[config.mk]
export PLATFORM = sky130hd
export DESIGN_NAME = ekm_dot
export DESIGN_NICKNAME = d
export VERILOG_FILES = /design/src/rtl/epanechnikov_kernel_summation_8x4_top_macros.svh /design/src/rtl/ekm_pkg.sv /design/src/rtl/ekm_dot.sv
export SDC_FILE = /design/constraint.sdc
export NUM_CORES = 2
export LEC_CHECK = 0
export BUFFER_PORTS_ARGS = -buffer_cell sky130_fd_sc_hd__buf_2
export CAP_MARGIN = 25
export CORE_MARGIN = 5
export CORE_UTILIZATION = 55
export DETAILED_ROUTE_END_ITERATION = 8
export PLACE_DENSITY_LB_ADDON = 0.05
export RECOVER_POWER = 25
export SLEW_MARGIN = 40
export SYNTH_ARGS = -nofsm -noshare
export SYNTH_HDL_FRONTEND = slang
export SYNTH_SLANG_ARGS = --single-unit
[constraint.sdc]
create_clock -name clk -period 3.15 [get_ports clk]
set_input_delay 0.63 -clock clk [delete_from_list [all_inputs] [get_ports clk]]
set_output_delay 0.63 -clock clk [all_outputs]
set_load 0.1 [all_outputs]
[src/rtl/epanechnikov_kernel_summation_8x4_top_macros.svh]
// Assertion macros for the Epanechnikov kernel summation block.
// Expects signals named clk and rst_n in the scope of use.
`ifndef EPANECHNIKOV_KERNEL_SUMMATION_8X4_TOP_MACROS_SVH
`define EPANECHNIKOV_KERNEL_SUMMATION_8X4_TOP_MACROS_SVH

// Same-cycle implication, disabled while reset is asserted.
`define EKM_ASSERT_NOW(lbl, ant, cons) \
    lbl: assert property (@(posedge clk) disable iff (!rst_n) (ant) |-> (cons)) \
        else $error("ekm: same-cycle check failed");

// Next-cycle implication, disabled while reset is asserted.
`define EKM_ASSERT_NEXT(lbl, ant, cons) \
    lbl: assert property (@(posedge clk) disable iff (!rst_n) (ant) |=> (cons)) \
        else $error("ekm: next-cycle check failed");

`endif

[src/rtl/ekm_pkg.sv]
// Shared types, sizes and codes for the Epanechnikov kernel summation block.
// No dependencies; the top level, ekm_dot, ekm_kern, ekm_seq and the checker import it.
`timescale 1ns / 1ps

package ekm_pkg;

    // Array geometry.
    localparam int MAX_DIM     = 64;
    localparam int SOURCE_ROWS = 8;
    localparam int TARGET_COLS = 4;

    // Fixed field widths.
    localparam int CMD_W   = 3;
    localparam int ROW_W   = 3;
    localparam int DIMF_W  = 6;
    localparam int VAL_W   = 32;
    localparam int CFG_W   = 7;
    localparam int FRAC_W  = 16;
    localparam int ONE_Q   = 65536;

    // Derived sizes.
    localparam int SRC_DEPTH = SOURCE_ROWS * MAX_DIM;
    localparam int TGT_DEPTH = TARGET_COLS * MAX_DIM;
    localparam int SRC_AW    = (SRC_DEPTH > 1) ? $clog2(SRC_DEPTH) : 1;
    localparam int TGT_AW    = (TGT_DEPTH > 1) ? $clog2(TGT_DEPTH) : 1;
    localparam int I_W       = (SOURCE_ROWS > 1) ? $clog2(SOURCE_ROWS) : 1;
    localparam int J_W       = (TARGET_COLS > 1) ? $clog2(TARGET_COLS) : 1;
    localparam int P_W       = $clog2(MAX_DIM + 1);

    // Datapath widths.
    localparam int PROD_W  = 2 * VAL_W;
    localparam int TERM_W  = PROD_W - FRAC_W;
    localparam int DOT_W   = TERM_W + P_W;
    localparam int D_W     = DOT_W + 3;
    localparam int CL_W    = $clog2(ONE_Q) + 1;
    localparam int KERN_W  = CL_W;
    localparam int WPROD_W = VAL_W + KERN_W;
    localparam int WTERM_W = WPROD_W - FRAC_W;
    localparam int ACC_W   = VAL_W + $clog2(TARGET_COLS + 1) + 1;

    typedef enum logic [CMD_W-1:0] {
        CMD_LOAD_A = 3'd0,
        CMD_LOAD_B = 3'd1,
        CMD_NORM_A = 3'd2,
        CMD_NORM_B = 3'd3,
        CMD_WEIGHT = 3'd4,
        CMD_POT    = 3'd5,
        CMD_RUN    = 3'd6
    } cmd_t;

    typedef enum logic [2:0] {
        ST_IDLE,
        ST_ROW,
        ST_DOT,
        ST_DRAIN,
        ST_DIST,
        ST_WMUL,
        ST_ACC,
        ST_OUT
    } seq_state_t;

    typedef struct packed {
        logic [CMD_W-1:0]        command;
        logic [ROW_W-1:0]        row;
        logic [DIMF_W-1:0]       dim;
        logic signed [VAL_W-1:0] value;
    } item_t;

    typedef struct packed {
        logic [ROW_W-1:0]        out_row;
        logic signed [VAL_W-1:0] potential_out;
        logic                    last;
    } result_t;

    typedef struct packed {
        logic           issue;
        logic           row_init;
        logic           dot_clear;
        logic           dist_en;
        logic           wmul_en;
        logic           acc_en;
        logic           out_en;
        logic [I_W-1:0] i;
        logic [J_W-1:0] j;
        logic [P_W-1:0] p;
    } ctrl_t;

endpackage

[src/rtl/ekm_dot.sv]
// Inner-product pipeline: multiply stage, then floor back to Q32.16 and accumulate.
// Depends on ekm_pkg; fed by the two coordinate RAMs.
`timescale 1ns / 1ps

module ekm_dot (
    input  logic                               clk,
    input  logic                               rst_n,
    input  logic                               issue,
    input  logic                               clear,
    input  logic signed [ekm_pkg::VAL_W-1:0]   a_data,
    input  logic signed [ekm_pkg::VAL_W-1:0]   b_data,
    output logic signed [ekm_pkg::DOT_W-1:0]   dot,
    output logic                               pipe_busy
);
    import ekm_pkg::*;

    logic                     rd_valid_reg;
    logic                     prod_valid_reg;
    logic signed [PROD_W-1:0] prod_next;
    logic signed [PROD_W-1:0] prod_reg;
    logic signed [TERM_W-1:0] term;
    logic signed [DOT_W-1:0]  dot_next;
    logic signed [DOT_W-1:0]  dot_reg;

    // RAM data lands in the cycle after the read is issued.
    always_ff @(posedge clk or negedge rst_n)
    begin
        if (!rst_n)
        begin
            rd_valid_reg   <= 1'b0;
            prod_valid_reg <= 1'b0;
        end
        else
        begin
            rd_valid_reg   <= issue;
            prod_valid_reg <= rd_valid_reg;
        end
    end

    assign prod_next = PROD_W'(a_data) * PROD_W'(b_data);
    // Dropping the low fraction bits of a two's complement value is a floor.
    assign term      = prod_reg[PROD_W-1:FRAC_W];

    always_comb
    begin
        dot_next = dot_reg;
        if (clear)
        begin
            dot_next = '0;
        end
        else if (prod_valid_reg)
        begin
            dot_next = dot_reg + DOT_W'(term);
        end
    end

    always_ff @(posedge clk)
    begin
        prod_reg <= prod_next;
        dot_reg  <= dot_next;
    end

    assign dot       = dot_reg;
    assign pipe_busy = rd_valid_reg | prod_valid_reg;

endmodule

* Word-level counts from Yosys, hierarchy flattened
Cells that the tools add are included.
** Storage, ports and cells
- Latch bits :: 0
- ROM bits :: 0
- Flip-flop bits (word level) :: 121
- RAM bits :: 0
- Logic and storage cells :: 7
- Output and inout bits :: 56
- Memories :: 0
** Cells by class
- $mul :: 1
- Reductions and logical operators :: 0
- Div/mod/pow operators :: 0
- Multiplexer cells :: 0
- Order comparisons :: 0
- Shift-type cells :: 0
- $add $sub $neg :: 1
- Eq/ne operators :: 0
- Bitwise operators :: 1
** Operators with widths (number)
- $mul 32x32->64 :: 1
- $add 55x48->55 :: 1
- $or 1x1->1 :: 1

* Logic depth before layout (Yosys ltp)
- Depth in word-level cells :: 1
- Depth in mapped cells :: 29
- Depth with buffers taken out :: 27

* Least setup slack after synthesis
OpenSTA, ideal clock, no wires.
- Path kind :: input to register
- From :: input port a_data[31] in the netlist's numbering
- To :: register prod_reg[61]
- Cell stages on the path :: 29
- Library setup time :: 0.072 ns
- Required time :: 3.078 ns
- Buffers on the path :: 2
- Data arrival time :: 7.709 ns
- Setup slack :: -4.632 ns
- Cells stage by stage :: clkbuf_1 -> nand2_1 -> inv_1 -> fa_1 -> inv_1 -> fa_1 -> fa_1 -> inv_1 -> fa_1 -> inv_1 -> fa_1 -> inv_1 -> fa_1 -> inv_1 -> fa_1 -> fa_1 -> inv_1 -> ha_1 -> clkbuf_1 -> a21oi_1 -> o21bai_1 -> a21oi_1 -> nor2b_1 -> o21ai_0 -> nand2b_1 -> a211oi_1 -> o21ai_0 -> a21oi_1 -> xnor2_1
** On the way
- Word-level cells in the longest chain between the ends :: 1
** RTL lines
- start, declared :: RTL line ekm_dot.sv:10 : input logic signed [ekm_pkg::VAL_W-1:0] a_data,
- $mul 32x32->64 :: RTL line ekm_dot.sv:40 : assign prod_next = PROD_W'(a_data) * PROD_W'(b_data);
- via prod_next[61] :: RTL line ekm_dot.sv:19 : logic signed [PROD_W-1:0] prod_next;
- end signal, assigned :: RTL line ekm_dot.sv:59 : prod_reg <= prod_next;
- end, declared :: RTL line ekm_dot.sv:20 : logic signed [PROD_W-1:0] prod_reg;
The timed path passes the listed nets, and every way through them passes these cells.
A chain may end at the register's enable or synchronous reset.

* Worst setup path in the final report
- From :: input port b_data[22] in the netlist's numbering
- To :: register prod_reg[54]
** On the way
- Word-level cells in the longest chain between the ends :: 1
** RTL lines
- start, declared :: RTL line ekm_dot.sv:11 : input logic signed [ekm_pkg::VAL_W-1:0] b_data,
- $mul 32x32->64 :: RTL line ekm_dot.sv:40
- via prod_next[54] :: RTL line ekm_dot.sv:19
The timed path passes the listed nets, and every way through them passes these cells.

==> results.toml <==
[cts]
ctsHoldBuffers = 0
cts_tree = "done"
clock_latency_ns = 0.36
cts_sinks = 105
h-tree-depth = 3
cts_buffers = 9
root_buffer = "clkbuf_16"
clkSlewWorstSetupHoldPaths_ns = 0.08
clockBufferDepth = 2

[setup_path]
crit_path_max_fanout = 13
cp-startpoint = "b_data[22]"
ff2ff_setup_slack_ns = 0.06
required_ns = 3.43
reg2reg_to = "dot[54]"
crit_path_start_kind = "input pin"
arrival_ns = 7.53
worst-setup-path-type = "in2reg"
end_kind = "flop"
critical_path.endpoint = "prod_reg[54]"
timing.rr.start = "prod_reg[16]"
slowest_stage = "fa_1"
cpMostUsedCell = "fa_1"
reg2reg_depth = 13
max_stage_delay_ns = 0.61

[die]
die_h_um = 284
fp.coreArea_mm2 = 0.0744
die_x_um = 284
rows = 100
dieArea_mm2 = 0.0806
io_pins = 124
start_util_pct = 55.4

[sta]
timing.fmax_mhz = 138
fin_worst_skew_ns = 0.00663
drv_slew = 0
finalCritPeriodShare_pct = 230
worst_pin_slew_ns = 1.30
worst_slack_ns = -4.10
final_hold_viol_count = 0
min_period_ns = 7.25
relSlewSlack_pct = 13.5
setup_violations = 48
rsz0062_at_grt = "true"

[run_status]
violations = "negative setup slack"
status = "finished, violations left"

[final_layout]
largest_reg_flops = 55
layout.cells.non_filler = 5858
final_layout_size_suffix_gt1_share_pct = 20.6
area_growth_pct = 19.7
num-fill-cells = 6118
nNetsFinal = 6267

[worst_hold_path]
min_path_type = "in2async"

[route]
drt_iter0_markers = 1592
ant_nets = 0
wirelength_um = 112000
drc_errors = 0
firstDrtPassIters = 5
via_per_inst = 5.23
via_count = 30600
wl_per_cell_um = 19.2

[logic_synthesis]
synth_top_area_share_pct = 52.5
yosysSeqAreaShare_pct = 5.12
synth_cell_type_count = 68
async_reset_ff_share_pct = 1.90
synth_area_leader_cell = "fa_1"
netlist_area_mm2 = 0.0413
synth-main-ff-cell = "dfxtp_1"
synth_edf_count = 0
syn_nets = 5814
synthCells = 4430
ys.warnings.count = 0
synth.area.top_cells = "fa_1 53%, inv_1 9.3%, and2_1 7.7%"
ys_ff_latch = 105
post_synth.cell_area_avg_um2 = 9.31

[grt]
first_global_vias = 33500
antenna_found_initial = 1
grt-ovfl-total = 0
grt_max_degree = 51
grtUsageTotal_pct = 28.5
grt_pass1_wl_um = 182000

[placement]
dp_hpwl_um = 98500
dpl_worst_slack_ns = -4.81
place.gp.congestion = 0.906
io_buffers = 123
dp_cells = 5800

[run]
max_cap_violations = 0
metrics by stage:
step	TNS, ns	util, %	instance area (µm²)	hold slack [ns]
after global placement	-206.96	63.3	47100	0.348
after floorplan	-168.12	-	42400	0.334
after CTS	-174.84	65.3	48600	0.0314
after global routing	-185.24	66.3	49400	0.0498
final	-176.64	66.3	49400	0.0435
after detailed placement	-209.06	63.3	47100	0.353
worst max-delay path: cells and delay by family:
kind	cells	cell delay, ns
adders and majority gates	9	4.33
buffers and inverters	6	1.06
AOI/OAI and AO/OA	5	0.70
and+or+nand+nor	4	0.58
xor gates and xnor gates	1	0.20
what timing repair did:
action | in CTS | in global routing
buffers inserted | 23 | 21
endpoints found under the hold margin | 0 | 0
gates cloned | 2 | 1
gates resized for setup | 277 | 146
pin swaps | 136 | 109
endpoints found under the setup margin | 53 | 64
cell usage after synthesis, types with 14 or more instances:
| cell type | n |
|---|---|
| and2_1 | 505 |
| nor2_1 | 113 |
| xnor2_1 | 73 |
| nand2b_1 | 35 |
| clkbuf_1 | 217 |
| nand2_1 | 546 |
| fa_1 | 1082 |
| nand3_1 | 23 |
| dfxtp_1 | 103 |
| a21oi_1 | 92 |
| a21o_1 | 57 |
| a31oi_1 | 14 |
| mux2i_1 | 39 |
| nor3_1 | 19 |
| o21ai_0 | 60 |
| xor2_1 | 28 |
| inv_1 | 1017 |
| ha_1 | 234 |
layout make-up:
| type | count | area, µm² | area share, % |
|---|---|---|---|
| Clock inverter | 7 | 71.3 | 0.144 |
| Clock buffer | 9 | 225 | 0.456 |
| Timing Repair Buffer | 665 | 5800 | 11.7 |
| Sequential cell | 105 | 2200 | 4.45 |
| Multi-Input combinational cell | 3085 | 36100 | 73.0 |
| Inverter | 1017 | 3820 | 7.74 |
| Antenna cell | 1 | 2.50 | 0.00507 |
| Tap cell | 969 | 1210 | 2.45 |
kinds of logic after synthesis:
group	after synthesis	synth area share (%)
flops	105	5.12
mux	40	0.974
fa+ha+maj	1316	59.6
buf+inv	1240	11.3
simple gates	1296	15.6
xor+xnor	101	2.14
compound gates	332	5.28
cell usage in the layout (no fill, tap or decap), types with 12 or more instances in the layout:
cell / count
o211ai_1: 12
nand3_1: 17
fa_1: 1010
buf_6: 66
buf_2: 46
xnor2_1: 63
a21oi_1: 71
mux2i_1: 39
ha_4: 42
inv_2: 34
nand2b_1: 34
nor2_1: 106
o21a_1: 13
clkbuf_1: 20
buf_4: 466
buf_8: 20
and2_4: 26
nand2_1: 529
o21ai_0: 31
a21o_1: 57
fa_2: 72
buf_12: 40
o21ai_1: 18
and2_1: 479
dfxtp_4: 14
a21oi_2: 17
dfxtp_1: 63
dfxtp_2: 26
xor2_1: 23
nor3_1: 14
ha_1: 192
inv_1: 981
per-layer routing:
layer,GRT usage [%],up-vias,part of all wire (%)
met5,0,-,0.015
met4,8.15,2,3.4
met3,3.31,195,5.0
met2,49.3,812,50
met1,38.2,15800,41
li1,-,13900,-
worst min-delay path by stage:
stage,endpoint,slack [ns],cells after the start
3_3_place_gp,prod_valid_reg,0.35,0
6_report,rd_valid_reg,0.04,1
5_1_grt,rd_valid_reg,0.05,1
3_5_place_dp,prod_valid_reg,0.35,0
2_1_floorplan,prod_valid_reg,0.33,0
4_1_cts,rd_valid_reg,0.03,1
Power is left out: the tool's default activity adds up to more than one toggle a clock period on the data nets, which glitch-free logic cannot reach.
