`src/rtl/epanechnikov_kernel_summation_8x4_top_macros.svh`:
```
// Assertion macros for the Epanechnikov kernel summation block.
// Expects signals named clk and rst_n in the scope of use.
`ifndef EPANECHNIKOV_KERNEL_SUMMATION_8X4_TOP_MACROS_SVH
`define EPANECHNIKOV_KERNEL_SUMMATION_8X4_TOP_MACROS_SVH

// Same-cycle implication, disabled while reset is asserted.
`define EKM_ASSERT_NOW(lbl, ant, cons) \
    lbl: assert property (@(posedge clk) disable iff (!rst_n) (ant) |-> (cons)) \
        else $error("ekm: same-cycle check failed");

// Next-cycle implication, disabled while reset is asserted.
`define EKM_ASSERT_NEXT(lbl, ant, cons) \
    lbl: assert property (@(posedge clk) disable iff (!rst_n) (ant) |=> (cons)) \
        else $error("ekm: next-cycle check failed");

`endif

```
`src/rtl/ekm_pkg.sv`:
```
// Shared types, sizes and codes for the Epanechnikov kernel summation block.
// No dependencies; the top level, ekm_dot, ekm_kern, ekm_seq and the checker import it.
`timescale 1ns / 1ps

package ekm_pkg;

    // Array geometry.
    localparam int MAX_DIM     = 64;
    localparam int SOURCE_ROWS = 8;
    localparam int TARGET_COLS = 4;

    // Fixed field widths.
    localparam int CMD_W   = 3;
    localparam int ROW_W   = 3;
    localparam int DIMF_W  = 6;
    localparam int VAL_W   = 32;
    localparam int CFG_W   = 7;
    localparam int FRAC_W  = 16;
    localparam int ONE_Q   = 65536;

    // Derived sizes.
    localparam int SRC_DEPTH = SOURCE_ROWS * MAX_DIM;
    localparam int TGT_DEPTH = TARGET_COLS * MAX_DIM;
    localparam int SRC_AW    = (SRC_DEPTH > 1) ? $clog2(SRC_DEPTH) : 1;
    localparam int TGT_AW    = (TGT_DEPTH > 1) ? $clog2(TGT_DEPTH) : 1;
    localparam int I_W       = (SOURCE_ROWS > 1) ? $clog2(SOURCE_ROWS) : 1;
    localparam int J_W       = (TARGET_COLS > 1) ? $clog2(TARGET_COLS) : 1;
    localparam int P_W       = $clog2(MAX_DIM + 1);

    // Datapath widths.
    localparam int PROD_W  = 2 * VAL_W;
    localparam int TERM_W  = PROD_W - FRAC_W;
    localparam int DOT_W   = TERM_W + P_W;
    localparam int D_W     = DOT_W + 3;
    localparam int CL_W    = $clog2(ONE_Q) + 1;
    localparam int KERN_W  = CL_W;
    localparam int WPROD_W = VAL_W + KERN_W;
    localparam int WTERM_W = WPROD_W - FRAC_W;
    localparam int ACC_W   = VAL_W + $clog2(TARGET_COLS + 1) + 1;

    typedef enum logic [CMD_W-1:0] {
        CMD_LOAD_A = 3'd0,
        CMD_LOAD_B = 3'd1,
        CMD_NORM_A = 3'd2,
        CMD_NORM_B = 3'd3,
        CMD_WEIGHT = 3'd4,
        CMD_POT    = 3'd5,
        CMD_RUN    = 3'd6
    } cmd_t;

    typedef enum logic [2:0] {
        ST_IDLE,
        ST_ROW,
        ST_DOT,
        ST_DRAIN,
        ST_DIST,
        ST_WMUL,
        ST_ACC,
        ST_OUT
    } seq_state_t;

    typedef struct packed {
        logic [CMD_W-1:0]        command;
        logic [ROW_W-1:0]        row;
        logic [DIMF_W-1:0]       dim;
        logic signed [VAL_W-1:0] value;
    } item_t;

    typedef struct packed {
        logic [ROW_W-1:0]        out_row;
        logic signed [VAL_W-1:0] potential_out;
        logic                    last;
    } result_t;

    typedef struct packed {
        logic           issue;
        logic           row_init;
        logic           dot_clear;
        logic           dist_en;
        logic           wmul_en;
        logic           acc_en;
        logic           out_en;
        logic [I_W-1:0] i;
        logic [J_W-1:0] j;
        logic [P_W-1:0] p;
    } ctrl_t;

endpackage

```
`src/rtl/ekm_seq.sv`:
```
// Run sequencer: walks source rows, target columns and coordinates.
// Depends on ekm_pkg; drives the RAM reads and the arithmetic units.
`timescale 1ns / 1ps

module ekm_seq (
    input  logic                        clk,
    input  logic                        rst_n,
    input  logic                        run_go,
    input  logic [ekm_pkg::P_W-1:0]     kdims,
    input  logic                        pipe_busy,
    output ekm_pkg::ctrl_t              ctrl,
    output logic                        busy
);
    import ekm_pkg::*;

    seq_state_t     state_reg;
    seq_state_t     state_next;
    logic [I_W-1:0] i_reg;
    logic [I_W-1:0] i_next;
    logic [J_W-1:0] j_reg;
    logic [J_W-1:0] j_next;
    logic [P_W-1:0] p_reg;
    logic [P_W-1:0] p_next;
    logic [P_W:0]   p_inc;

    always_ff @(posedge clk or negedge rst_n)
    begin
        if (!rst_n)
        begin
            state_reg <= ST_IDLE;
            i_reg     <= '0;
            j_reg     <= '0;
            p_reg     <= '0;
        end
        else
        begin
            state_reg <= state_next;
            i_reg     <= i_next;
            j_reg     <= j_next;
            p_reg     <= p_next;
        end
    end

    assign p_inc = (P_W + 1)'(p_reg) + 1'b1;

    always_comb
    begin
        state_next     = state_reg;
        i_next         = i_reg;
        j_next         = j_reg;
        p_next         = p_reg;
        ctrl           = '0;
        ctrl.i         = i_reg;
        ctrl.j         = j_reg;
        ctrl.p         = p_reg;
        case (state_reg)
            ST_IDLE:
            begin
                if (run_go)
                begin
                    i_next     = '0;
                    state_next = ST_ROW;
                end
            end
            ST_ROW:
            begin
                ctrl.row_init  = 1'b1;
                ctrl.dot_clear = 1'b1;
                j_next         = '0;
                p_next         = '0;
                state_next     = ST_DOT;
            end
            ST_DOT:
            begin
                ctrl.issue = (p_reg < kdims);
                p_next     = p_inc[P_W-1:0];
                if (p_inc >= (P_W + 1)'(kdims))
                begin
                    state_next = ST_DRAIN;
                end
            end
            ST_DRAIN:
            begin
                if (!pipe_busy)
                begin
                    state_next = ST_DIST;
                end
            end
            ST_DIST:
            begin
                ctrl.dist_en   = 1'b1;
                ctrl.dot_clear = 1'b1;
                state_next     = ST_WMUL;
            end
            ST_WMUL:
            begin
                ctrl.wmul_en = 1'b1;
                state_next   = ST_ACC;
            end
            ST_ACC:
            begin
                ctrl.acc_en = 1'b1;
                if (j_reg == J_W'(TARGET_COLS - 1))
                begin
                    state_next = ST_OUT;
                end
                else
                begin
                    j_next     = j_reg + 1'b1;
                    p_next     = '0;
                    state_next = ST_DOT;
                end
            end
            ST_OUT:
            begin
                ctrl.out_en = 1'b1;
                if (i_reg == I_W'(SOURCE_ROWS - 1))
                begin
                    state_next = ST_IDLE;
                end
                else
                begin
                    i_next     = i_reg + 1'b1;
                    state_next = ST_ROW;
                end
            end
            default:
            begin
                state_next = ST_IDLE;
            end
        endcase
    end

    assign busy = (state_reg != ST_IDLE);

endmodule

```
`config.mk`:
```
export PLATFORM = sky130hd
export DESIGN_NAME = ekm_seq
export DESIGN_NICKNAME = d
export VERILOG_FILES = /design/src/rtl/epanechnikov_kernel_summation_8x4_top_macros.svh /design/src/rtl/ekm_pkg.sv /design/src/rtl/ekm_seq.sv
export SDC_FILE = /design/constraint.sdc
export NUM_CORES = 1
export LEC_CHECK = 0
export BUFFER_PORTS_ARGS = -buffer_cell sky130_fd_sc_hd__buf_2
export CORE_ASPECT_RATIO = 1.4
export CORE_MARGIN = 10
export CORE_UTILIZATION = 30
export DETAILED_ROUTE_END_ITERATION = 8
export PLACE_DENSITY = 0.59
export SETUP_SLACK_MARGIN = 0.15
export SLEW_MARGIN = 0
export SYNTH_ARGS = -nofsm -noshare
export SYNTH_HDL_FRONTEND = slang
export SYNTH_SLANG_ARGS = --single-unit
```
`constraint.sdc`:
```
create_clock -name clk -period 5.3 [get_ports clk]
set_input_delay 1.325 -clock clk [delete_from_list [all_inputs] [get_ports clk]]
set_output_delay 1.325 -clock clk [all_outputs]
set_load 0.02 [all_outputs]
```
# ---- Word-level counts from Yosys, hierarchy flattened
# Cells that the tools add are included.
dict set report classes {
  n_reduce_logical 10
  mul 0
  n_eq_ne 14
  n_shift 0
  order_cmp 2
  n_bitwise 0
  div 0
  n_mux 20
  n_addsub 3
}
# cell n
set op_table {}
lappend op_table {{$pmux W3 S8} 1}
lappend op_table {{$pmux W7 S3} 1}
lappend op_table {{$mux W3} 6}
lappend op_table {{$eq A3 B3 Y1 const B} 5}
lappend op_table {{$ne A2 B2 Y1 const B} 5}
lappend op_table {{$add A7 B1 Y8 const B} 1}
lappend op_table {{$ge A8 B7 Y1} 1}
lappend op_table {{$mux W1} 8}
lappend op_table {{$lt A7 B7 Y1} 1}
lappend op_table {{$mux W7} 1}
lappend op_table {{$eq A3 B2 Y1 const B} 2}
lappend op_table {{$pmux W3 S2} 1}
lappend op_table {{$reduce_and A3 Y1} 2}
lappend op_table {{$reduce_bool A3 Y1} 2}
lappend op_table {{$pmux W2 S2} 1}
lappend op_table {{$reduce_and A2 Y1} 2}
lappend op_table {{$reduce_bool A2 Y1} 2}
lappend op_table {{$add A3 B1 Y3 const B} 1}
lappend op_table {{$eq A3 B1 Y1 const B} 1}
lappend op_table {{$logic_not A3 Y1} 1}
lappend op_table {{$add A2 B1 Y2 const B} 1}
lappend op_table {{$eq A2 B2 Y1 const B} 1}
lappend op_table {{$mux W2} 1}
lappend op_table {{$reduce_or A2 Y1} 1}
dict set report totals {
  latch_bits 0
  wordCells 53
  ram_bits 0
  input_bits 11
  mem_bits_ro 0
  output_inout_bits 20
  regBits 15
  n_memories 0
}

# ---- Logic depth before layout (Yosys ltp)
dict set report depth {
  depth_word 4
  mapped_depth 8
  depth_no_buf 8
}

# ---- Worst setup path before layout
# Ideal clock, no wire load.
dict set report synth_path {
  path_kind {input-to-output}
  startpoint {input kdims[5] (netlist bit)}
  endpoint {output ctrl[18] (netlist bit)}
  setup_slack_ns 1.594
  required_time_ns 3.975
  path_stages 4
  path_buffers 0
  t_arrival_ns 2.381
  cell_sequence {inv_1 -> ha_1 -> or4_1 -> o21ai_1}
}
# item line_no
set synth_rtl {}
lappend synth_rtl {{from (decl)} ekm_seq.sv:9} ;# input logic [ekm_pkg::P_W-1:0] kdims,
lappend synth_rtl {{to (decl)} ekm_seq.sv:11} ;# output ekm_pkg::ctrl_t ctrl,

==> reports/metrics.cfg <==
[status]
status=complete, no violations

[synthesis]
synth.ff_latch_count=15
synth_top_family_by_area=compound AO/OA/AOI/OAI gates
synth_xor_xnor_area_share_pct=4.53
synth-simple-area-share_pct=16.8
synth.area.mux_share_pct=1.83
syn_inst=127
synth_compound_area_share_pct=19.7
ys_warn_count=0
yosys.area.top_type=dfrtp_1
synth_edf_count=0
post_synth.cell_area_avg_um2=9.13
synthAdderAreaFrac_pct=19.4
synthTopCellsByArea=dfrtp_1, ha_1, o21ai_0, xnor2_1, a32o_1
synth_most_common_cell=ha_1
synth_area_um2=1160
yosysUniqueCellTypes=39
synth_common_cells=ha_1, dfrtp_1, o21ai_0
syn-num-nets=156
synth_top_area_share_pct=32.4
synthFlopType=dfrtp_1
ys_async_sr_fraction_pct=100
synth-seq-area-share_pct=32.4

[critical_path]
critPathSlowestCell=or4_1
cp-start-kind=input port
timing.rr.start=p_reg[2]
worst-path-max-fanout=2
regToRegEndpoint=state_reg[0]
crit_top_cell=buf_2
cp-end-kind=output port
reg2reg_depth=8
required_ns=3.97
arrival_ns=2.43
critPathTopFamily=simple AND/OR/NAND/NOR gates
cp_cell_sequence=buf_2 > inv_1 > ha_1 > or4_1 > o21ai_1 > buf_2
critPathBufInv=3
path_depth=6
reg2reg_slack_ns=3.15
crit_type=in2out
cpPeakStageDelay_ns=0.50

[drt]
postRouteAntennaNets=0
drc=0
num_vias=1039
firstDrtPassIters=4
wl_per_cell_um=14.4
via_per_inst=5.22
finalWirelength_mm=2.86
drtIter0Drc=27

[power_and_ir_drop]
internal-power_w=0.000345
power_frac_clock_pct=13.7
combPwrFrac_pct=53.2
leakagePower_nw=0.726
p_sw_share_pct=48.1
seqPwrFrac_pct=33.2
power_density_nw_per_um2=481
vdd_ir_drop_max_uv=249
p_sw_w=0.000320

[timing]
fin_crit_sh_pct=70.9
holdWs_ns=0.548
post-route-min-period_ns=3.76
worstMarginPinSlew_ns=0.576
drv_slew=0
setup_ws_ns=1.54
rsz0062_at_grt=no
finalHoldViolCount=0
slew_headroom_pct=61.4
fmax_ghz=0.266
setup_viol=0
setup-tns-final_ns=0
finClkSkew_ns=0.00116

[cts]
cts_resized=0
cts_hold_buf=0
cts_tree=done
cts.path.max_buffers=2
root_buffer=clkbuf_8
htree_levels=1
cts_num_sinks=15
clk_latency_ns=0.24
cts_buffers=3
cts.clk_slew.worst_paths_ns=0.06
cts_setup_buffers=0

[floorplanning]
fp.dieH_um=93.6
core-area_um2=3680
start_util_pct=31.6
dieArea_um2=6790
placementRows=26
io_pins=31
dieWidth_um=72.6

[placement]
dp_hpwl_mm=2.37
placed_cell_area_um2=1340
numPortBuffers=30
gp_congestion=0.802
dp_slack_ns=1.53

[worst_hold_path]
hold_path_class=reg2reg
whs_path_depth=1
hp-start=i_reg[2]
whs_endpoint=i_reg[2]

[global_routing]
overflow=0
grt_pass1_wl_mm=5.01
grt_pass1_vias=1080
antenna_found_initial=0
grtUsageTotal_pct=8.75
grt_max_degree=16

[finish]
fin_area_um2=1380
fin_util_pct=37.6
drive_gt1_share_pct=22.9
diodes=0
nets=187
fill_cells=384
syn_to_final_growth_pct=19.3
largest_register_ffs=7

[flow_run]
drv_cap=0

[worst register-to-register path, stage by stage, from the launching register on]
cell and delay, ns:
dfrtp_1 0.46, and2_1 0.25, nand4_1 0.17, xnor2_1 0.16, ha_1 0.30, a21o_1 0.16
a211oi_1 0.23, o21ai_0 0.15, a2bb2oi_1 0.15
[power groups by stage]
stage,logic (W),registers [W],clock network (W)
finish,0.000354,0.000221,0.0000908
global route,0.000407,0.000231,0.000101
CTS,0.000361,0.000221,0.0000946
detailed placement,0.000360,0.000222,0
global placement,0.000352,0.000219,0
floorplan,0.000259,0.000215,0
[metrics by stage]
stage / total power (W) / cells
floorplan: 0.000474 / 127
global placement: 0.000572 / 195
detailed placement: 0.000583 / 195
CTS: 0.000677 / 199
global route: 0.000739 / 199
finish: 0.000665 / 199
[how the worst max path moves through the flow]
stage,startpoint,slack (ns),end
after floorplan,kdims[5],1.59,ctrl[18]
after global placement,kdims[4],1.55,ctrl[18]
after detailed placement,kdims[4],1.53,ctrl[18]
after CTS,kdims[4],1.53,ctrl[18]
after global routing,kdims[1],1.44,ctrl[18]
final,kdims[5],1.54,ctrl[18]
[cell usage in the layout (no fill, tap or decap), types with 2 or more instances in the layout]
cell type  count
nand2b_1       2
nand2_1        6
inv_1         10
o21ai_0       11
buf_2         30
ha_1          18
xnor2_1        5
nor2_1         8
nor2b_1        3
a21oi_1        6
nand3_1        5
dfrtp_1       15
nor3_1         5
a32o_1         4
clkbuf_8       3
nand4_1        2
a22o_1         2
[cell type report]
cell class	count	area, um2	area share [%]
inverter	10	37.5	2.71
clock buffer	4	45.0	3.25
multi-input combinational	98	723	52.3
timing repair buffer	30	150	10.8
tap	42	52.6	3.80
sequential	15	375	27.1
[cell families (layout without fill, tap and decap cells)]
family                   Yosys count  after routing
adder cells (fa/ha/maj)           18             18
XOR/XNOR                           6              6
buffers and inverters             14             44
AND/OR/NAND/NOR                   38             38
AO/OA/AOI/OAI                     34             34
multiplexers                       2              2
flip-flops                        15             15
[metal layers]
metal	GRT usage [%]	up-vias	wire length, um
li1	-	522	-
met1	10.6	482	1250
met2	13.6	33	1320
met3	3.60	2	282
met4	2.86	0	12
met5	0	-	0
No activity file was read; power rests on OpenSTA's default activity.
