$ cat config.mk
export PLATFORM = sky130hd
export DESIGN_NAME = ekm_kern
export DESIGN_NICKNAME = d
export VERILOG_FILES = /design/src/rtl/epanechnikov_kernel_summation_8x4_top_macros.svh /design/src/rtl/ekm_pkg.sv /design/src/rtl/ekm_kern.sv
export SDC_FILE = /design/constraint.sdc
export NUM_CORES = 2
export LEC_CHECK = 0
export BUFFER_PORTS_ARGS = -buffer_cell sky130_fd_sc_hd__buf_2
export CORE_ASPECT_RATIO = 1.1
export CORE_UTILIZATION = 55
export CTS_BUF_LIST = sky130_fd_sc_hd__clkbuf_2
export DETAILED_ROUTE_END_ITERATION = 8
export GPL_ROUTABILITY_DRIVEN = 0
export PLACE_DENSITY = 0.78
export SLEW_MARGIN = 20
export SYNTH_ARGS = -nofsm -noshare
export SYNTH_HDL_FRONTEND = slang
export SYNTH_SLANG_ARGS = --single-unit
$ cat constraint.sdc
create_clock -name clk -period 11.9 [get_ports clk]
set_clock_uncertainty 0.15 [all_clocks]
set_input_delay 0.595 -clock clk [delete_from_list [all_inputs] [get_ports clk]]
set_output_delay 0.595 -clock clk [all_outputs]
set_load 0.05 [all_outputs]
$ cat src/rtl/epanechnikov_kernel_summation_8x4_top_macros.svh
// Assertion macros for the Epanechnikov kernel summation block.
// Expects signals named clk and rst_n in the scope of use.
`ifndef EPANECHNIKOV_KERNEL_SUMMATION_8X4_TOP_MACROS_SVH
`define EPANECHNIKOV_KERNEL_SUMMATION_8X4_TOP_MACROS_SVH

// Same-cycle implication, disabled while reset is asserted.
`define EKM_ASSERT_NOW(lbl, ant, cons) \
    lbl: assert property (@(posedge clk) disable iff (!rst_n) (ant) |-> (cons)) \
        else $error("ekm: same-cycle check failed");

// Next-cycle implication, disabled while reset is asserted.
`define EKM_ASSERT_NEXT(lbl, ant, cons) \
    lbl: assert property (@(posedge clk) disable iff (!rst_n) (ant) |=> (cons)) \
        else $error("ekm: next-cycle check failed");

`endif

$ cat src/rtl/ekm_pkg.sv
// Shared types, sizes and codes for the Epanechnikov kernel summation block.
// No dependencies; the top level, ekm_dot, ekm_kern, ekm_seq and the checker import it.
`timescale 1ns / 1ps

package ekm_pkg;

    // Array geometry.
    localparam int MAX_DIM     = 64;
    localparam int SOURCE_ROWS = 8;
    localparam int TARGET_COLS = 4;

    // Fixed field widths.
    localparam int CMD_W   = 3;
    localparam int ROW_W   = 3;
    localparam int DIMF_W  = 6;
    localparam int VAL_W   = 32;
    localparam int CFG_W   = 7;
    localparam int FRAC_W  = 16;
    localparam int ONE_Q   = 65536;

    // Derived sizes.
    localparam int SRC_DEPTH = SOURCE_ROWS * MAX_DIM;
    localparam int TGT_DEPTH = TARGET_COLS * MAX_DIM;
    localparam int SRC_AW    = (SRC_DEPTH > 1) ? $clog2(SRC_DEPTH) : 1;
    localparam int TGT_AW    = (TGT_DEPTH > 1) ? $clog2(TGT_DEPTH) : 1;
    localparam int I_W       = (SOURCE_ROWS > 1) ? $clog2(SOURCE_ROWS) : 1;
    localparam int J_W       = (TARGET_COLS > 1) ? $clog2(TARGET_COLS) : 1;
    localparam int P_W       = $clog2(MAX_DIM + 1);

    // Datapath widths.
    localparam int PROD_W  = 2 * VAL_W;
    localparam int TERM_W  = PROD_W - FRAC_W;
    localparam int DOT_W   = TERM_W + P_W;
    localparam int D_W     = DOT_W + 3;
    localparam int CL_W    = $clog2(ONE_Q) + 1;
    localparam int KERN_W  = CL_W;
    localparam int WPROD_W = VAL_W + KERN_W;
    localparam int WTERM_W = WPROD_W - FRAC_W;
    localparam int ACC_W   = VAL_W + $clog2(TARGET_COLS + 1) + 1;

    typedef enum logic [CMD_W-1:0] {
        CMD_LOAD_A = 3'd0,
        CMD_LOAD_B = 3'd1,
        CMD_NORM_A = 3'd2,
        CMD_NORM_B = 3'd3,
        CMD_WEIGHT = 3'd4,
        CMD_POT    = 3'd5,
        CMD_RUN    = 3'd6
    } cmd_t;

    typedef enum logic [2:0] {
        ST_IDLE,
        ST_ROW,
        ST_DOT,
        ST_DRAIN,
        ST_DIST,
        ST_WMUL,
        ST_ACC,
        ST_OUT
    } seq_state_t;

    typedef struct packed {
        logic [CMD_W-1:0]        command;
        logic [ROW_W-1:0]        row;
        logic [DIMF_W-1:0]       dim;
        logic signed [VAL_W-1:0] value;
    } item_t;

    typedef struct packed {
        logic [ROW_W-1:0]        out_row;
        logic signed [VAL_W-1:0] potential_out;
        logic                    last;
    } result_t;

    typedef struct packed {
        logic           issue;
        logic           row_init;
        logic           dot_clear;
        logic           dist_en;
        logic           wmul_en;
        logic           acc_en;
        logic           out_en;
        logic [I_W-1:0] i;
        logic [J_W-1:0] j;
        logic [P_W-1:0] p;
    } ctrl_t;

endpackage

$ cat src/rtl/ekm_kern.sv
// Distance clamp, 3/4 kernel, weight multiply and per-row potential sum.
// Depends on ekm_pkg; driven by the sequencer control struct.
`timescale 1ns / 1ps

module ekm_kern (
    input  logic                               clk,
    input  ekm_pkg::ctrl_t                     ctrl,
    input  logic signed [ekm_pkg::DOT_W-1:0]   dot,
    input  logic signed [ekm_pkg::VAL_W-1:0]   aa,
    input  logic signed [ekm_pkg::VAL_W-1:0]   bb,
    input  logic signed [ekm_pkg::VAL_W-1:0]   weight,
    input  logic signed [ekm_pkg::VAL_W-1:0]   pot_init,
    output logic signed [ekm_pkg::VAL_W-1:0]   pot_sat
);
    import ekm_pkg::*;

    logic signed [D_W-1:0]     d_full;
    logic [CL_W-1:0]           d_cl;
    logic [CL_W-1:0]           diff;
    logic [CL_W:0]             diff3;
    logic signed [KERN_W-1:0]  kern_next;
    logic signed [KERN_W-1:0]  kern_reg;
    logic signed [WPROD_W-1:0] wprod_next;
    logic signed [WPROD_W-1:0] wprod_reg;
    logic signed [WTERM_W-1:0] wterm;
    logic signed [ACC_W-1:0]   acc_next;
    logic signed [ACC_W-1:0]   acc_reg;
    logic [ACC_W-VAL_W:0]      acc_top;

    // Squared distance, clamped to the range zero to one.
    assign d_full = D_W'(aa) + D_W'(bb) - (D_W'(dot) <<< 1);

    always_comb
    begin
        if (d_full[D_W-1])
        begin
            d_cl = '0;
        end
        else if (d_full > D_W'(ONE_Q))
        begin
            d_cl = CL_W'(ONE_Q);
        end
        else
        begin
            d_cl = d_full[CL_W-1:0];
        end
    end

    // Three quarters of (one minus d), floored.
    assign diff      = CL_W'(ONE_Q) - d_cl;
    assign diff3     = {diff, 1'b0} + (CL_W + 1)'(diff);
    assign kern_next = KERN_W'(diff3[CL_W:2]);

    assign wprod_next = WPROD_W'(weight) * WPROD_W'(kern_reg);
    assign wterm      = wprod_reg[WPROD_W-1:FRAC_W];

    always_comb
    begin
        acc_next = acc_reg;
        if (ctrl.row_init)
        begin
            acc_next = ACC_W'(pot_init);
        end
        else if (ctrl.acc_en)
        begin
            acc_next = acc_reg + ACC_W'(wterm);
        end
    end

    always_ff @(posedge clk)
    begin
        if (ctrl.dist_en)
        begin
            kern_reg <= kern_next;
        end
        if (ctrl.wmul_en)
        begin
            wprod_reg <= wprod_next;
        end
        acc_reg <= acc_next;
    end

    // Saturate once to the signed 32-bit range.
    assign acc_top = acc_reg[ACC_W-1:VAL_W-1];

    always_comb
    begin
        if (acc_top == '0 || acc_top == '1)
        begin
            pot_sat = acc_reg[VAL_W-1:0];
        end
        else if (acc_reg[ACC_W-1])
        begin
            pot_sat = {1'b1, {(VAL_W-1){1'b0}}};
        end
        else
        begin
            pot_sat = {1'b0, {(VAL_W-1){1'b1}}};
        end
    end

endmodule

=== After elaboration in Yosys (flattened, before gate mapping) ===
Cells that the tools add are included.

* $add $sub $neg: 5
* Multipliers: 1
* Magnitude comparators: 1
* Equality and inequality tests: 1
* Multiplexer cells: 6
* Reductions and logical operators: 3

{| class="wikitable"
|+ Operators with widths
! operator !! number
|-
| $mux 36 || 2
|-
| $mux 32 || 2
|-
| $gt 57x18->1 const B || 1
|-
| $sub 33x56->57 || 1
|-
| $mul 32x17->49 || 1
|-
| $add 36x33->36 || 1
|-
| $mux 17 || 2
|-
| $add 32x32->33 || 1
|-
| $add 18x17->18 || 1
|-
| $sub 17x17->17 const A || 1
|-
| $eq 5x5->1 const B || 1
|-
| $logic_not 5->1 || 1
|-
| $reduce_bool 2->1 || 1
|-
| $logic_or 1x1->1 || 1
|}

* Register bits: 101
* Output and inout bits: 32

=== Depth between registers and ports, before layout ===
* Word-level depth: 7
* Depth in mapped cells: 36
* Mapped depth without buffers: 33

=== Worst setup path after synthesis ===
OpenSTA, ideal clock, no wires.

* Path type: input -> register
* Start: input port aa[31] (netlist bit)
* End: register kern_reg[14], data pin
* Data arrival time: 8469 ps
* Path slack: 3024 ps
* Stages: 35
* Cells stage by stage: inv_1 > fa_1 > inv_1 > ha_1 > clkbuf_1 > a21oi_2 > o211ai_1 > a221oi_1 > a211oi_1 > or4b_1 > a2111oi_0 > and4_1 > nand4_1 > nor4_1 > nand4_1 > or4b_4 > buf_6 > or2_1 > ha_1 > clkbuf_1 > xnor2_1 > ha_1 > a21o_1 > a21oi_1 > o21bai_1 > a21oi_1 > o21bai_1 > a21oi_1 > o21bai_1 > a21oi_1 > o21ai_0 > a211oi_1 > o21bai_1 > a21oi_1 > xnor2_1

* Cells in the longest elaborated chain, start to end: 7

{| class="wikitable"
|+ RTL lines
! item !! line !! RTL
|-
| start: declaration || ekm_kern.sv:9 || <nowiki>input logic signed [ekm_pkg::VAL_W-1:0] aa,</nowiki>
|-
| $add 32x32->33 (*) || ekm_kern.sv:31 || <nowiki>assign d_full = D_W'(aa) + D_W'(bb) - (D_W'(dot) <<< 1);</nowiki>
|-
| $sub 33x56->57 (*) || ekm_kern.sv:31 ||
|-
| $gt 57x18->1 || ekm_kern.sv:39 || <nowiki>else if (d_full > D_W'(ONE_Q))</nowiki>
|-
| $mux 17 || ekm_kern.sv:39 ||
|-
| $mux 17 (*) || ekm_kern.sv:35 || <nowiki>if (d_full[D_W-1])</nowiki>
|-
| $sub 17x17->17 (*) || ekm_kern.sv:50 || <nowiki>assign diff = CL_W'(ONE_Q) - d_cl;</nowiki>
|-
| $add 18x17->18 (*) || ekm_kern.sv:51 || <nowiki>assign diff3 = {diff, 1'b0} + (CL_W + 1)'(diff);</nowiki>
|-
| named net diff3[16] || ekm_kern.sv:20 || <nowiki>logic [CL_W:0] diff3;</nowiki>
|-
| end signal: assignment || ekm_kern.sv:74 || <nowiki>kern_reg <= kern_next;</nowiki>
|-
| end: declaration || ekm_kern.sv:22 || <nowiki>logic signed [KERN_W-1:0] kern_reg;</nowiki>
|}

The timed path passes the listed nets; every way through them passes the cells marked *.
A chain may end at the register's enable or synchronous reset.

=== Final worst setup path ===
* Start: register kern_reg[5]
* End: register wprod_reg[47], data pin

* Cells in the longest elaborated chain, start to end: 1

{| class="wikitable"
|+ RTL lines
! item !! line !! RTL
|-
| $mul 32x17->49 || ekm_kern.sv:54 || <nowiki>assign wprod_next = WPROD_W'(weight) * WPROD_W'(kern_reg);</nowiki>
|-
| named net wprod_next[47] || ekm_kern.sv:23 || <nowiki>logic signed [WPROD_W-1:0] wprod_next;</nowiki>
|-
| end signal: assignment || ekm_kern.sv:78 || <nowiki>wprod_reg <= wprod_next;</nowiki>
|-
| end: declaration || ekm_kern.sv:24 || <nowiki>logic signed [WPROD_W-1:0] wprod_reg;</nowiki>
|}

The timed path passes the listed nets, and every way through them passes these cells.

==> run summary <==
Port buffering added 219 buffers. TritonCTS built the clock tree. The flow ran to the end, and the final reports show no timing, DRC or antenna violations. Measured against its own limit, the worst slew margin works out to 26.36%. Relative to the synthesized area, the layout overhead comes to 6.291%.

The tools report the number of global-route vias before repair as 23820. STA classifies the critical path endpoint as a flop. For this run, the top clock speed supported by timing is 111.0 MHz. The Yosys step of the flow raised 0 warnings. The tightest min-delay check is of the primary input to flop type. Clock input transition at the sequential cells of the worst setup and hold paths: 0.31 ns. The run gives 9.33 ns as the arrival time reported for the critical path endpoint. The number of antenna-violating nets in the routed design was 0; the number of placement rows was 87.

The number of slew-limit violations in the final report was 0; the post-synthesis instance area was 28420 um^2. The count of H-tree levels built during CTS is 3, and the fraction of synthesized cell area taken by the top area cell type is 38.31%. The worst setup path is launched from a flop. Buffers inserted during clock tree synthesis total 9. The fraction of the yosys area taken by sequential cells is 8.980%, and the first-pass GRT wire length is 113400 um. The first-iteration detailed-routing DRC count is 1438, and the final hold violation count is 0.

The largest total area in the synthesized netlist belongs to fa_1. Of the cells placed in the final design, the portion with a size suffix greater than 1 is 8.117%. Using the TritonRoute via totals, the vias-per-cell ratio works out to 5.545.

Setup repair after global routing left no endpoint under its margin. The synthesized netlist contains 78 unique library cells. Synthesis produced a netlist with a net count of 4258. The library cell used most frequently in the layout, excluding fill and tap cells, is inv_1. Across all layers, the routed design uses 22690 vias.

For the number of gates given a new drive strength after cts, the log shows 0. The height of the die came out at 240.4 um. Yosys attributes the largest share of cell area to fa_1 (38%), ha_1 (9.8%), inv_1 (9.6%).

The worst hold path was traced through 3 stages. At the later pin of the worst-skew pair, clock insertion delay measures 0.66 ns. The clock net sink count came out at 85. The final cycle utilization of the critical path was 75.67%; the initial antenna violation count was 4. At the pin with the least slew margin, the transition time is 1.105 ns. The depth of the most critical reg-to-reg path was 25.

The average instance area after synthesis came out at 8.645 um^2. During I/O placement, the number of pins put on the boundary was 235. CTS placed an instance of clkbuf_2 at the clock tree root.

The global routing usage summed across all routing layers is 26.96%, and the length of the first detailed-routing pass in iterations is 7. After routing, the total negative slack on setup checks comes to 0 ns. The critical path class was flop to flop. The sum of overflow across all layers after global routing was 0; the flip-flop count of the largest register after layout was 36.

Among all flip-flop cells after synthesis, the most frequent one is edfxtp_1. The average detailed-routed wire length per instance was 16.34 um; the number of buffers between clock root and the deepest sink was 2. Across the run, the number of max-cap violations was 0. The tools report the synthesized instance count as 3288. The synthesized design contains 85 register bits. The largest net degree at the start of global routing came out at 68. The count of flip-flops with a built-in enable after synthesis was 85; the overall die area was 52590 um^2. The floorplan step defined a core boundary enclosing 51160 um^2. Of all flip-flops after synthesis, the portion carrying an async set or reset was 0%. Of all nets on the critical path, the largest fanout is 17. Detailed placement ended at an HPWL of 53130 um. The initial standard-cell utilization of the core was 55.56%. After layout, the minimum clock period comes to 9.005 ns. The total setup violations reported at the end of the flow came out at 0. The aggregate routed wire length is 66860 um. In the routed design, unresolved DRC markers number 0. The top cell types in the final layout, fill and taps aside, are inv_1 (730), fa_1 (544), nand2_1 (439).

Measured along the x axis, the die boundary spans 218.8 um. At the end of the flow, the number of nets in the layout was 4390. Data on the critical path is required at its endpoint by 12.22 ns.
## metal layers
| layer | routed length [um] | up-vias | global-route usage (%) |
|---|---|---|---|
| met4 | 2434 | 6 | 9.743 |
| met3 | 4273 | 166 | 3.491 |
| met2 | 33750 | 806 | 48.55 |
| li1 | - | 10540 | - |
| met5 | 32 | - | 0 |
| met1 | 26370 | 11180 | 32.85 |
## timing repair
item                      4_1_cts  5_1_grt
hold buffers                    5        0
hold endpoints to repair        5        0
buffers inserted                0        0
## cell usage after synthesis, drive strengths merged (4+ instances only)
library cell  instances
fa                  544
and3                 20
mux2i                 9
inv                 730
nand2               439
buf                   5
nor2                109
xor2                 40
or3                  21
a2111oi               7
o21a                 31
ha                  223
a21oi               120
and2                208
a21boi                9
a21o                 73
clkbuf              118
nor4                  9
a211o                 8
o22ai                 5
nand4                27
o31a                  4
nand3b                4
edfxtp               85
o2111ai               6
xnor2                63
o211ai               19
o311ai                4
o31ai                22
nor3                 40
o21ai               110
or4                   5
nand2b               22
or2                   9
a31oi                11
a211oi               16
nor2b                19
nand3                26
o21bai               20
## critical path, cell delays in order, from the launching register on
cell	delay, ns
edfxtp_1	0.93
buf_4	0.42
nand2_1	0.12
fa_1	0.54
inv_1	0.05
fa_1	0.47
fa_1	0.50
fa_1	0.55
inv_1	0.06
fa_1	0.49
inv_1	0.06
fa_1	0.47
ha_1	0.36
a21oi_1	0.18
o21ai_0	0.11
a21oi_1	0.12
a21oi_1	0.17
a311o_1	0.51
o31ai_1	0.43
a31oi_1	0.22
a2111oi_0	0.84
nor4_1	0.21
o2111ai_1	0.32
nand3b_1	0.16
a21oi_1	0.19
xnor2_1	0.20
## path summary, 6_finish.rpt
kind                            from                      end  slack, ns
max            kern_reg[5]$_DFFE_PP_  wprod_reg[47]$_DFFE_PP_       2.89
min                      pot_init[9]     acc_reg[9]$_DFFE_PP_       0.05
max reg2reg    kern_reg[5]$_DFFE_PP_  wprod_reg[47]$_DFFE_PP_       2.89
min reg2reg  wprod_reg[16]$_DFFE_PP_     acc_reg[0]$_DFFE_PP_       0.58
## layout make-up
cell class	instances	area, um^2
tap	667	834.6
antenna	1	2.502
sequential	85	2552
inverter	730	2740
clock buffer	9	45.04
fill	4575	20950
multi-input combinational	2350	22660
clock inverter	7	76.32
timing repair buffer	244	1296
## stage by stage
step | worst slack, ns | cell area, um^2 | instances | util [%] | hold slack, ns
2_1_floorplan | 3.024 | 28420 | 3288 | - | 0.4995
3_3_place_gp | 2.480 | 30040 | 4071 | 58.71 | 0.5188
3_5_place_dp | 2.327 | 30040 | 4071 | 58.71 | 0.5236
4_1_cts | 3.009 | 30210 | 4092 | 59.05 | 0.002460
5_1_grt | 2.229 | 30210 | 4093 | 59.05 | 0.01067
6_report | 2.895 | 30210 | 4093 | 59.05 | 0.04861
## logic make-up (layout without fill, tap and decap cells)
family          after synthesis  after routing  share of synthesized area [%]
compound gates              495            495                          11.47
buf+inv                     853            990                          11.30
simple gates                973            973                          16.51
xor+xnor                    103            103                          3.174
other cells                   0              1                              0
mux                          12             12                         0.4358
fa+ha+maj                   767            767                          48.13
flops                        85             85                          8.980
Power is left out: the tool's default activity adds up to more than one toggle a clock period on the data nets, which glitch-free logic cannot reach.
